File: src/rtl/core/nsc_pkg.sv
// Shared types, character codes and defaults of the NMEA sentence checker.
`default_nettype none
package nsc_pkg;

	// ASCII characters that steer the sentence parser
	localparam logic [7:0] CHR_DOLLAR = 8'h24;
	localparam logic [7:0] CHR_STAR   = 8'h2A;
	localparam logic [7:0] CHR_CR     = 8'h0D;
	localparam logic [7:0] CHR_LF     = 8'h0A;

	// Character classes handed from the front to the back
	localparam logic [2:0] CLS_DOLLAR = 3'd0;
	localparam logic [2:0] CLS_LF     = 3'd1;
	localparam logic [2:0] CLS_CR     = 3'd2;
	localparam logic [2:0] CLS_STAR   = 3'd3;
	localparam logic [2:0] CLS_HEX    = 3'd4;
	localparam logic [2:0] CLS_OTHER  = 3'd5;

	// Configuration register indexes
	localparam logic REG_MAX_LEN   = 1'b0;
	localparam logic REG_TYPE_WORD = 1'b1;

	// Register reset values
	localparam logic [7:0]  MAX_LEN_RESET   = 8'd76;
	localparam logic [39:0] TYPE_WORD_RESET = 40'h474E524D43;

	// Default depth of the queue between front and back
	localparam int QUEUE_DEPTH = 4;

	// Header holds five characters after the dollar sign
	localparam logic [7:0] HDR_LAST_POS = 8'd5;
	localparam logic [7:0] HDR_FULL_LEN = 8'd6;

	// One classified character
	typedef struct packed {
		logic [2:0] cls;
		logic [7:0] data;
		logic [3:0] digit;
	} char_t;

	// One sentence verdict
	typedef struct packed {
		logic       checksum_ok;
		logic       length_ok;
		logic       type_match;
		logic       format_error;
		logic       forward_sentence;
		logic [7:0] computed_checksum;
		logic [7:0] received_checksum;
		logic [7:0] sentence_length;
	} verdict_t;

endpackage
`default_nettype wire

File: src/rtl/core/nsc_front.sv
// Front stage: accept received bytes, classify them and hand them to the queue.
`default_nettype none
module nsc_front (
	input  wire logic           clk,
	input  wire logic           arst_n,
	input  wire logic           in_valid,
	output logic                in_ready,
	input  wire logic [7:0]     rx_byte,
	output logic                push_valid,
	input  wire logic           push_ready,
	output nsc_pkg::char_t      push_char
);

	logic           valid_s1;
	nsc_pkg::char_t char_s1;
	nsc_pkg::char_t char_d;

	// Classify the incoming byte and decode a hex digit
	always_comb begin
		char_d.data  = rx_byte;
		char_d.digit = 4'd0;
		if (rx_byte == nsc_pkg::CHR_DOLLAR) begin
			char_d.cls = nsc_pkg::CLS_DOLLAR;
		end else if (rx_byte == nsc_pkg::CHR_LF) begin
			char_d.cls = nsc_pkg::CLS_LF;
		end else if (rx_byte == nsc_pkg::CHR_CR) begin
			char_d.cls = nsc_pkg::CLS_CR;
		end else if (rx_byte == nsc_pkg::CHR_STAR) begin
			char_d.cls = nsc_pkg::CLS_STAR;
		end else if (rx_byte >= 8'h30 && rx_byte <= 8'h39) begin
			char_d.cls   = nsc_pkg::CLS_HEX;
			char_d.digit = rx_byte[3:0];
		end else if ((rx_byte >= 8'h41 && rx_byte <= 8'h46) ||
			(rx_byte >= 8'h61 && rx_byte <= 8'h66)) begin
			char_d.cls   = nsc_pkg::CLS_HEX;
			char_d.digit = rx_byte[3:0] + 4'd9;
		end else begin
			char_d.cls = nsc_pkg::CLS_OTHER;
		end
	end

	// Take a new item whenever the stage is empty or drains this cycle
	assign in_ready = !valid_s1 || push_ready;

	always_ff @(posedge clk or negedge arst_n) begin
		if (!arst_n) begin
			valid_s1 <= 1'b0;
		end else if (in_ready) begin
			valid_s1 <= in_valid;
		end
	end

	always_ff @(posedge clk) begin
		if (in_ready && in_valid) begin
			char_s1 <= char_d;
		end
	end

	assign push_valid = valid_s1;
	assign push_char  = char_s1;

endmodule
`default_nettype wire

File: src/rtl/core/nsc_queue.sv
// Short queue of classified characters between front and back.
`default_nettype none
module nsc_queue #(
	parameter int DEPTH = nsc_pkg::QUEUE_DEPTH
) (
	input  wire logic           clk,
	input  wire logic           arst_n,
	input  wire logic           push_valid,
	output logic                push_ready,
	input  wire nsc_pkg::char_t push_char,
	output logic                pop_valid,
	input  wire logic           pop_ready,
	output nsc_pkg::char_t      pop_char
);

	localparam int PTR_W = (DEPTH > 1) ? $clog2(DEPTH) : 1;
	localparam int CNT_W = $clog2(DEPTH + 1);
	localparam logic [PTR_W-1:0] PTR_LAST = PTR_W'(DEPTH - 1);
	localparam logic [CNT_W-1:0] CNT_FULL = CNT_W'(DEPTH);

	nsc_pkg::char_t   mem_q [DEPTH];
	logic [PTR_W-1:0] wr_ptr_q;
	logic [PTR_W-1:0] rd_ptr_q;
	logic [CNT_W-1:0] count_q;
	logic             do_push;
	logic             do_pop;

	assign push_ready = (count_q != CNT_FULL);
	assign pop_valid  = (count_q != '0);
	assign pop_char   = mem_q[rd_ptr_q];
	assign do_push    = push_valid && push_ready;
	assign do_pop     = pop_valid && pop_ready;

	// Store the pushed item
	always_ff @(posedge clk) begin
		if (do_push) begin
			mem_q[wr_ptr_q] <= push_char;
		end
	end

	// Advance pointers and the fill count
	always_ff @(posedge clk or negedge arst_n) begin
		if (!arst_n) begin
			wr_ptr_q <= '0;
			rd_ptr_q <= '0;
			count_q  <= '0;
		end else begin
			if (do_push) begin
				wr_ptr_q <= (wr_ptr_q == PTR_LAST) ? '0 : wr_ptr_q + 1'b1;
			end
			if (do_pop) begin
				rd_ptr_q <= (rd_ptr_q == PTR_LAST) ? '0 : rd_ptr_q + 1'b1;
			end
			if (do_push && !do_pop) begin
				count_q <= count_q + 1'b1;
			end else if (do_pop && !do_push) begin
				count_q <= count_q - 1'b1;
			end
		end
	end

endmodule
`default_nettype wire

File: src/rtl/core/nsc_back.sv
// Back stage: run the sentence parser and register one verdict per sentence.
`default_nettype none
module nsc_back (
	input  wire logic           clk,
	input  wire logic           arst_n,
	input  wire logic           pop_valid,
	output logic                pop_ready,
	input  wire nsc_pkg::char_t pop_char,
	input  wire logic [7:0]     max_len,
	input  wire logic [39:0]    type_word,
	output logic                out_valid,
	input  wire logic           out_ready,
	output nsc_pkg::verdict_t   verdict
);

	logic              in_sentence_q;
	logic              after_star_q;
	logic [7:0]        xor_q;
	logic [7:0]        count_q;
	logic [7:0]        hex_q;
	logic [1:0]        digits_q;
	logic              bad_digit_q;
	logic [39:0]       header_q;
	logic              out_valid_q;
	nsc_pkg::verdict_t verdict_q;
	nsc_pkg::verdict_t verdict_d;
	logic              ends_sentence;
	logic              take;

	// A line feed in a sentence needs room in the output register
	assign ends_sentence = in_sentence_q && (pop_char.cls == nsc_pkg::CLS_LF);
	assign pop_ready     = !ends_sentence || !out_valid_q || out_ready;
	assign take          = pop_valid && pop_ready;

	// Build the verdict from the current sentence state
	always_comb begin
		verdict_d.checksum_ok  = (hex_q == xor_q);
		verdict_d.length_ok    = (count_q <= max_len);
		verdict_d.type_match   = (count_q >= nsc_pkg::HDR_FULL_LEN) && (header_q == type_word);
		verdict_d.format_error = !after_star_q || (digits_q != 2'd2) || bad_digit_q;
		verdict_d.forward_sentence = verdict_d.checksum_ok && verdict_d.length_ok &&
			verdict_d.type_match && !verdict_d.format_error;
		verdict_d.computed_checksum = xor_q;
		verdict_d.received_checksum = hex_q;
		verdict_d.sentence_length   = count_q;
	end

	// Sentence parser
	always_ff @(posedge clk or negedge arst_n) begin
		if (!arst_n) begin
			in_sentence_q <= 1'b0;
			after_star_q  <= 1'b0;
			xor_q         <= 8'd0;
			count_q       <= 8'd0;
			hex_q         <= 8'd0;
			digits_q      <= 2'd0;
			bad_digit_q   <= 1'b0;
			header_q      <= 40'd0;
		end else if (take) begin
			if (pop_char.cls == nsc_pkg::CLS_DOLLAR) begin
				in_sentence_q <= 1'b1;
				after_star_q  <= 1'b0;
				xor_q         <= 8'd0;
				count_q       <= 8'd1;
				hex_q         <= 8'd0;
				digits_q      <= 2'd0;
				bad_digit_q   <= 1'b0;
				header_q      <= 40'd0;
			end else if (ends_sentence) begin
				in_sentence_q <= 1'b0;
				after_star_q  <= 1'b0;
				xor_q         <= 8'd0;
				count_q       <= 8'd0;
				hex_q         <= 8'd0;
				digits_q      <= 2'd0;
				bad_digit_q   <= 1'b0;
				header_q      <= 40'd0;
			end else if (in_sentence_q) begin
				// Shift the first five characters into the header
				if (count_q >= 8'd1 && count_q <= nsc_pkg::HDR_LAST_POS) begin
					header_q <= {header_q[31:0], pop_char.data};
				end
				if (count_q != 8'hFF) begin
					count_q <= count_q + 8'd1;
				end
				if (pop_char.cls != nsc_pkg::CLS_CR) begin
					if (!after_star_q) begin
						if (pop_char.cls == nsc_pkg::CLS_STAR) begin
							after_star_q <= 1'b1;
						end else begin
							xor_q <= xor_q ^ pop_char.data;
						end
					end else if (pop_char.cls != nsc_pkg::CLS_HEX) begin
						bad_digit_q <= 1'b1;
					end else if (digits_q < 2'd2) begin
						hex_q    <= {hex_q[3:0], pop_char.digit};
						digits_q <= digits_q + 2'd1;
					end else begin
						digits_q <= 2'd3;
					end
				end
			end
		end
	end

	// Output register: load on a sentence end, drop once taken
	always_ff @(posedge clk or negedge arst_n) begin
		if (!arst_n) begin
			out_valid_q <= 1'b0;
		end else if (take && ends_sentence) begin
			out_valid_q <= 1'b1;
		end else if (out_ready) begin
			out_valid_q <= 1'b0;
		end
	end

	always_ff @(posedge clk) begin
		if (take && ends_sentence) begin
			verdict_q <= verdict_d;
		end
	end

	assign out_valid = out_valid_q;
	assign verdict   = verdict_q;

endmodule
`default_nettype wire

File: src/rtl/core/nmea_sentence_checker_core.sv
// Top level of the NMEA sentence checker: configuration registers and stage wiring.
`default_nettype none
// Checks NMEA 0183 sentences from a byte stream, one byte per item. A dollar
// sign opens a sentence; on its line feed one verdict comes out with checksum,
// length, type and format results. One byte is accepted every clock cycle
// while in_ready is high. After its line feed is accepted, a verdict passes
// through the front register, the queue and the parser output register, in
// that order. A line feed waits in the parser only while the previous
// verdict is still held at the output. The queue of QUEUE_DEPTH entries and
// the front register absorb that wait. The input stalls only once they are
// full. Configuration writes are taken at once.
module nmea_sentence_checker_core #(
	parameter int QUEUE_DEPTH = nsc_pkg::QUEUE_DEPTH
) (
	input  wire logic        clk,
	input  wire logic        arst_n,
	input  wire logic        in_valid,
	output logic             in_ready,
	input  wire logic [7:0]  rx_byte,
	output logic             out_valid,
	input  wire logic        out_ready,
	output logic             checksum_ok,
	output logic             length_ok,
	output logic             type_match,
	output logic             format_error,
	output logic             forward_sentence,
	output logic [7:0]       computed_checksum,
	output logic [7:0]       received_checksum,
	output logic [7:0]       sentence_length,
	input  wire logic        cfg_valid,
	output logic             cfg_ready,
	input  wire logic        cfg_index,
	input  wire logic [39:0] cfg_data
);

	logic              push_valid;
	logic              push_ready;
	nsc_pkg::char_t    push_char;
	logic              pop_valid;
	logic              pop_ready;
	nsc_pkg::char_t    pop_char;
	nsc_pkg::verdict_t verdict;
	logic [7:0]        max_len_q;
	logic [39:0]       type_word_q;

	// Configuration registers
	assign cfg_ready = 1'b1;

	always_ff @(posedge clk or negedge arst_n) begin
		if (!arst_n) begin
			max_len_q   <= nsc_pkg::MAX_LEN_RESET;
			type_word_q <= nsc_pkg::TYPE_WORD_RESET;
		end else if (cfg_valid) begin
			unique case (cfg_index)
				nsc_pkg::REG_MAX_LEN: begin
					max_len_q <= cfg_data[7:0];
				end
				nsc_pkg::REG_TYPE_WORD: begin
					type_word_q <= cfg_data;
				end
				default: begin
				end
			endcase
		end
	end

	nsc_front u_front (
		.clk        (clk),
		.arst_n     (arst_n),
		.in_valid   (in_valid),
		.in_ready   (in_ready),
		.rx_byte    (rx_byte),
		.push_valid (push_valid),
		.push_ready (push_ready),
		.push_char  (push_char)
	);

	nsc_queue #(
		.DEPTH (QUEUE_DEPTH)
	) u_queue (
		.clk        (clk),
		.arst_n     (arst_n),
		.push_valid (push_valid),
		.push_ready (push_ready),
		.push_char  (push_char),
		.pop_valid  (pop_valid),
		.pop_ready  (pop_ready),
		.pop_char   (pop_char)
	);

	nsc_back u_back (
		.clk       (clk),
		.arst_n    (arst_n),
		.pop_valid (pop_valid),
		.pop_ready (pop_ready),
		.pop_char  (pop_char),
		.max_len   (max_len_q),
		.type_word (type_word_q),
		.out_valid (out_valid),
		.out_ready (out_ready),
		.verdict   (verdict)
	);

	// Spread the verdict onto the result ports
	assign checksum_ok       = verdict.checksum_ok;
	assign length_ok         = verdict.length_ok;
	assign type_match        = verdict.type_match;
	assign format_error      = verdict.format_error;
	assign forward_sentence  = verdict.forward_sentence;
	assign computed_checksum = verdict.computed_checksum;
	assign received_checksum = verdict.received_checksum;
	assign sentence_length   = verdict.sentence_length;

endmodule
`default_nettype wire
File: config.mk
export PLATFORM = sky130hd
export DESIGN_NAME = nmea_sentence_checker_core
export DESIGN_NICKNAME = d
export VERILOG_FILES = /design/src/rtl/core/nsc_pkg.sv /design/src/rtl/core/nsc_front.sv /design/src/rtl/core/nsc_queue.sv /design/src/rtl/core/nsc_back.sv /design/src/rtl/core/nmea_sentence_checker_core.sv
export SDC_FILE = /design/constraint.sdc
export NUM_CORES = 1
export LEC_CHECK = 0
export BUFFER_PORTS_ARGS = -buffer_cell sky130_fd_sc_hd__clkbuf_2
export CAP_MARGIN = 0
export CORE_ASPECT_RATIO = 1.75
export CORE_MARGIN = 5
export CORE_UTILIZATION = 54
export DETAILED_ROUTE_END_ITERATION = 6
export HOLD_SLACK_MARGIN = 0.02
export PLACE_DENSITY = 0.76
export SLEW_MARGIN = 15
export SYNTH_ARGS = -nofsm -noshare
export SYNTH_HDL_FRONTEND = slang
export SYNTH_HIERARCHICAL = 1
export SYNTH_SLANG_ARGS = --single-unit
File: constraint.sdc
create_clock -name clk -period 3.15 [get_ports clk]
set_clock_uncertainty 0.05 [all_clocks]
set_input_delay 0.1575 -clock clk [delete_from_list [all_inputs] [get_ports clk]]
set_output_delay 0.1575 -clock clk [all_outputs]
set_load 0.02 [all_outputs]
==> flow_metrics.env <==
export IMPL_grt_overflow=0
export IMPL_finalWirelength_um=21000
export IMPL_holdWs_ns=0.102
export IMPL_die_w_um=113
export IMPL_die_h_um=191
export IMPL_cts_tree="yes"
export IMPL_cts_path_max_buffers=3
export IMPL_antenna_found_initial=0
export IMPL_syn_area_mm2=0.0101
export IMPL_fin_area_mm2=0.0120
export IMPL_syn_area_per_cell_um2=13.6
export IMPL_synth_edf_count=104
export IMPL_fp_dieArea_mm2=0.0217
export IMPL_vdd_ir_drop_max_uv=557
export IMPL_cp_arrival_ns=3.30
export IMPL_relSlewSlack_pct=47.3
export IMPL_fmax_mhz=341
export IMPL_core_area_mm2=0.0185
export IMPL_clk_latency_ns=0.50
export IMPL_clkTransAtPathRegs_ns=0.06
export IMPL_cp_max_fo=6
export IMPL_port_buffers=84
export IMPL_root_buffer="clkbuf_16"
export IMPL_maxCapViolCount=0
export IMPL_syn_inst=742
export IMPL_use_met1_pct=20.6
export IMPL_grtUsageMet2_pct=39.6
export IMPL_antenna_cells=0
export IMPL_crit_required_ns=3.51
export IMPL_startpoint="u_queue/rd_ptr_q[0]"
export IMPL_dr_pass1_iters=4
export IMPL_synth_distinct_cells=69
export IMPL_met3_usage_pct=2.06
export IMPL_grt_max_degree=59
export IMPL_hold_start="cfg_valid"
export IMPL_grt_pass1_wl_um=33700
export IMPL_drt_iter0_drc=325
export IMPL_fin_crit_ns=2.94
export IMPL_start_util_pct=54.7
export IMPL_placementRows=66
export IMPL_r2r_start="u_queue/rd_ptr_q[0]"
export IMPL_hp_class="primary input to flip-flop"
export IMPL_clkSinkCount=230
export IMPL_wl_per_cell_um=18.4
export IMPL_area_growth_pct=18.2
export IMPL_min_period_over_period_pct=93.2
export IMPL_outcome="completed"
export IMPL_grt_busiest_layer="met2"
export IMPL_post_cts_resized=0
export IMPL_synth_net_count=820
export IMPL_synth_ff_type="dfrtp_1"
export IMPL_startpoint_type="flip-flop"
export IMPL_async_reset_ff_share_pct=54.8
export IMPL_synth_warnings=6
export IMPL_place_area_mm2=0.0108
export IMPL_grt_usage_pct=19.7
export IMPL_hold_viol=0
export IMPL_tns_ns=0
export IMPL_vias=6228
export IMPL_cts_buffers_inserted=21
export IMPL_drive_gt1_share_pct=25.5
export IMPL_yosysSeqAreaShare_pct=62.3
export IMPL_powerDensity_mw_per_mm2=907
export IMPL_ant_nets=0
export IMPL_fin_nets=966
export IMPL_htreeDepth=1
export IMPL_io_pins=86
export IMPL_drc_errors=0
export IMPL_viasPerCell=5.46
export IMPL_rsz0062_at_grt="false"
export IMPL_place_hpwl_um=14800
export IMPL_grt_pass1_vias=6610
export IMPL_setup_viol=0
export IMPL_p_leak_nw=5.00
export IMPL_path_class="flip-flop to flip-flop"
export IMPL_critPathCaptureType="flip-flop"
export IMPL_slew_violations=0
export IMPL_tightest_slew_ns=0.790
export IMPL_place_gp_congestion=0.832
export IMPL_ys_ff_latch=230
[logic make-up after synthesis]
family                     Yosys count  synth area share (%)
and+or+nand+nor                    200                  9.93
adders and majority gates           24                  3.04
AOI/OAI and AO/OA                  115                  7.29
DFF                                230                  62.3
xor gates and xnor gates            53                  4.59
muxes                               71                  9.90
buffers and inverters               48                  2.89
other                                1                0.0371
[Yosys cell counts, types with 8 or more instances]
cell	count	area share (%)
a21bo_1	8	0.79
a21oi_1	10	0.49
buf_6	9	1.0
dfrtp_1	105	26
dfstp_2	21	5.5
edfxtp_1	104	31
ha_1	23	2.8
inv_1	20	0.74
mux2_2	52	5.8
mux4_2	8	1.8
nand2_1	100	3.7
nand4_1	12	0.74
nor2_1	27	1.0
nor4_1	10	0.62
o21ai_0	8	0.40
o21ai_1	63	3.1
xnor2_1	10	0.87
xor2_1	43	3.7
[layer usage]
layer  share of wire [%]  routed length [µm]
met5                   0                   0
met4                 3.2                 678
met3                 3.4                 716
met2                  59               12300
met1                  35                7310
[metrics by stage]
step | utilization [%] | setup WS [ns] | instances | power, mW
floorplan | - | 0.142 | 742 | 7.46
global placement | 58.3 | 0.296 | 1052 | 8.26
detailed placement | 58.3 | 0.180 | 1052 | 8.40
CTS | 64.6 | 0.180 | 1141 | 10.9
global route | 64.6 | 0.0301 | 1141 | 11.5
finish | 64.6 | 0.213 | 1141 | 10.8
[critical path: stages (launching register included)]
cell and delay, ns:
dfrtp_1 0.46, mux4_1 0.59, nand4bb_1 0.27, or2_2 0.36, nand2_4 0.09, ha_1 0.18, inv_1 0.06, fa_1 0.37
xor2_1 0.16, nor2_1 0.11, xor2_1 0.17
[flip-flops by register name (all words and copies together) (netlist names), 2 cells and up]
| signal | flops |
|---|---|
| u_queue/mem_q | 60 |
| u_queue/count_q | 3 |
| u_back/verdict | 29 |
| u_back/header_q | 40 |
| u_front/push_char | 15 |
| u_back/xor_q | 8 |
| u_back/count_q | 8 |
| u_back/hex_q | 8 |
| max_len_q | 8 |
| u_queue/rd_ptr_q | 2 |
| u_queue/wr_ptr_q | 2 |
| type_word_q | 40 |
| u_back/digits_q | 2 |
[timing repair]
action	CTS	global route
buffers inserted	0	0
hold buffers	51	0
hold endpoints to repair	103	0
setup endpoints to repair	0	0
[worst paths after layout]
check | end | slack [ns] | cells past startpoint
min in group asynchronous | type_word_q[28] | 0.22 | 2
worst min-delay path | max_len_q[5] | 0.10 | 3
max in group asynchronous | type_word_q[1] | 1.91 | 3
worst max-delay path | u_queue/count_q[2] | 0.21 | 10
worst max register to register | u_queue/count_q[2] | 0.21 | 10
worst min register to register | u_queue/mem_q[3][2] | 0.44 | 0
[cell usage in the layout, fill, tap and decap left out, types with 6 or more instances in the layout]
cell type      instances
nor4_1                10
o21ai_1               63
nor2_1                27
clkinv_1               6
xor2_1                43
nand3_1                6
dfstp_2               21
clkbuf_16             21
ha_1                  23
o21ai_0                8
dfrtp_1              105
a21bo_1                8
buf_4                 14
mux2_2                52
mux4_2                 8
dlygate4sd3_1         51
nand2_1              100
xnor2_1               10
nand4_1               12
mux4_1                 7
nand2b_1               6
edfxtp_1             104
clkbuf_2              83
inv_1                 20
a21oi_1               10
[area by class of cell]
class | instances | area (µm²)
Clock buffer | 25 | 541
Clock inverter | 13 | 119
Fill cell | 1349 | 6550
Inverter | 20 | 75.1
Multi-Input combinational cell | 464 | 3530
Sequential cell | 230 | 6300
Tap cell | 238 | 298
Timing Repair Buffer | 151 | 1090
[where the power goes]
part           switching [mW]  leakage, nW  internal (mW)
combinational            2.13         2.21           1.55
clock                    1.05        0.306           1.39
sequential              0.660         2.49           4.05
total                    3.85         5.00           6.99
Power figures use the tool's default switching activity.
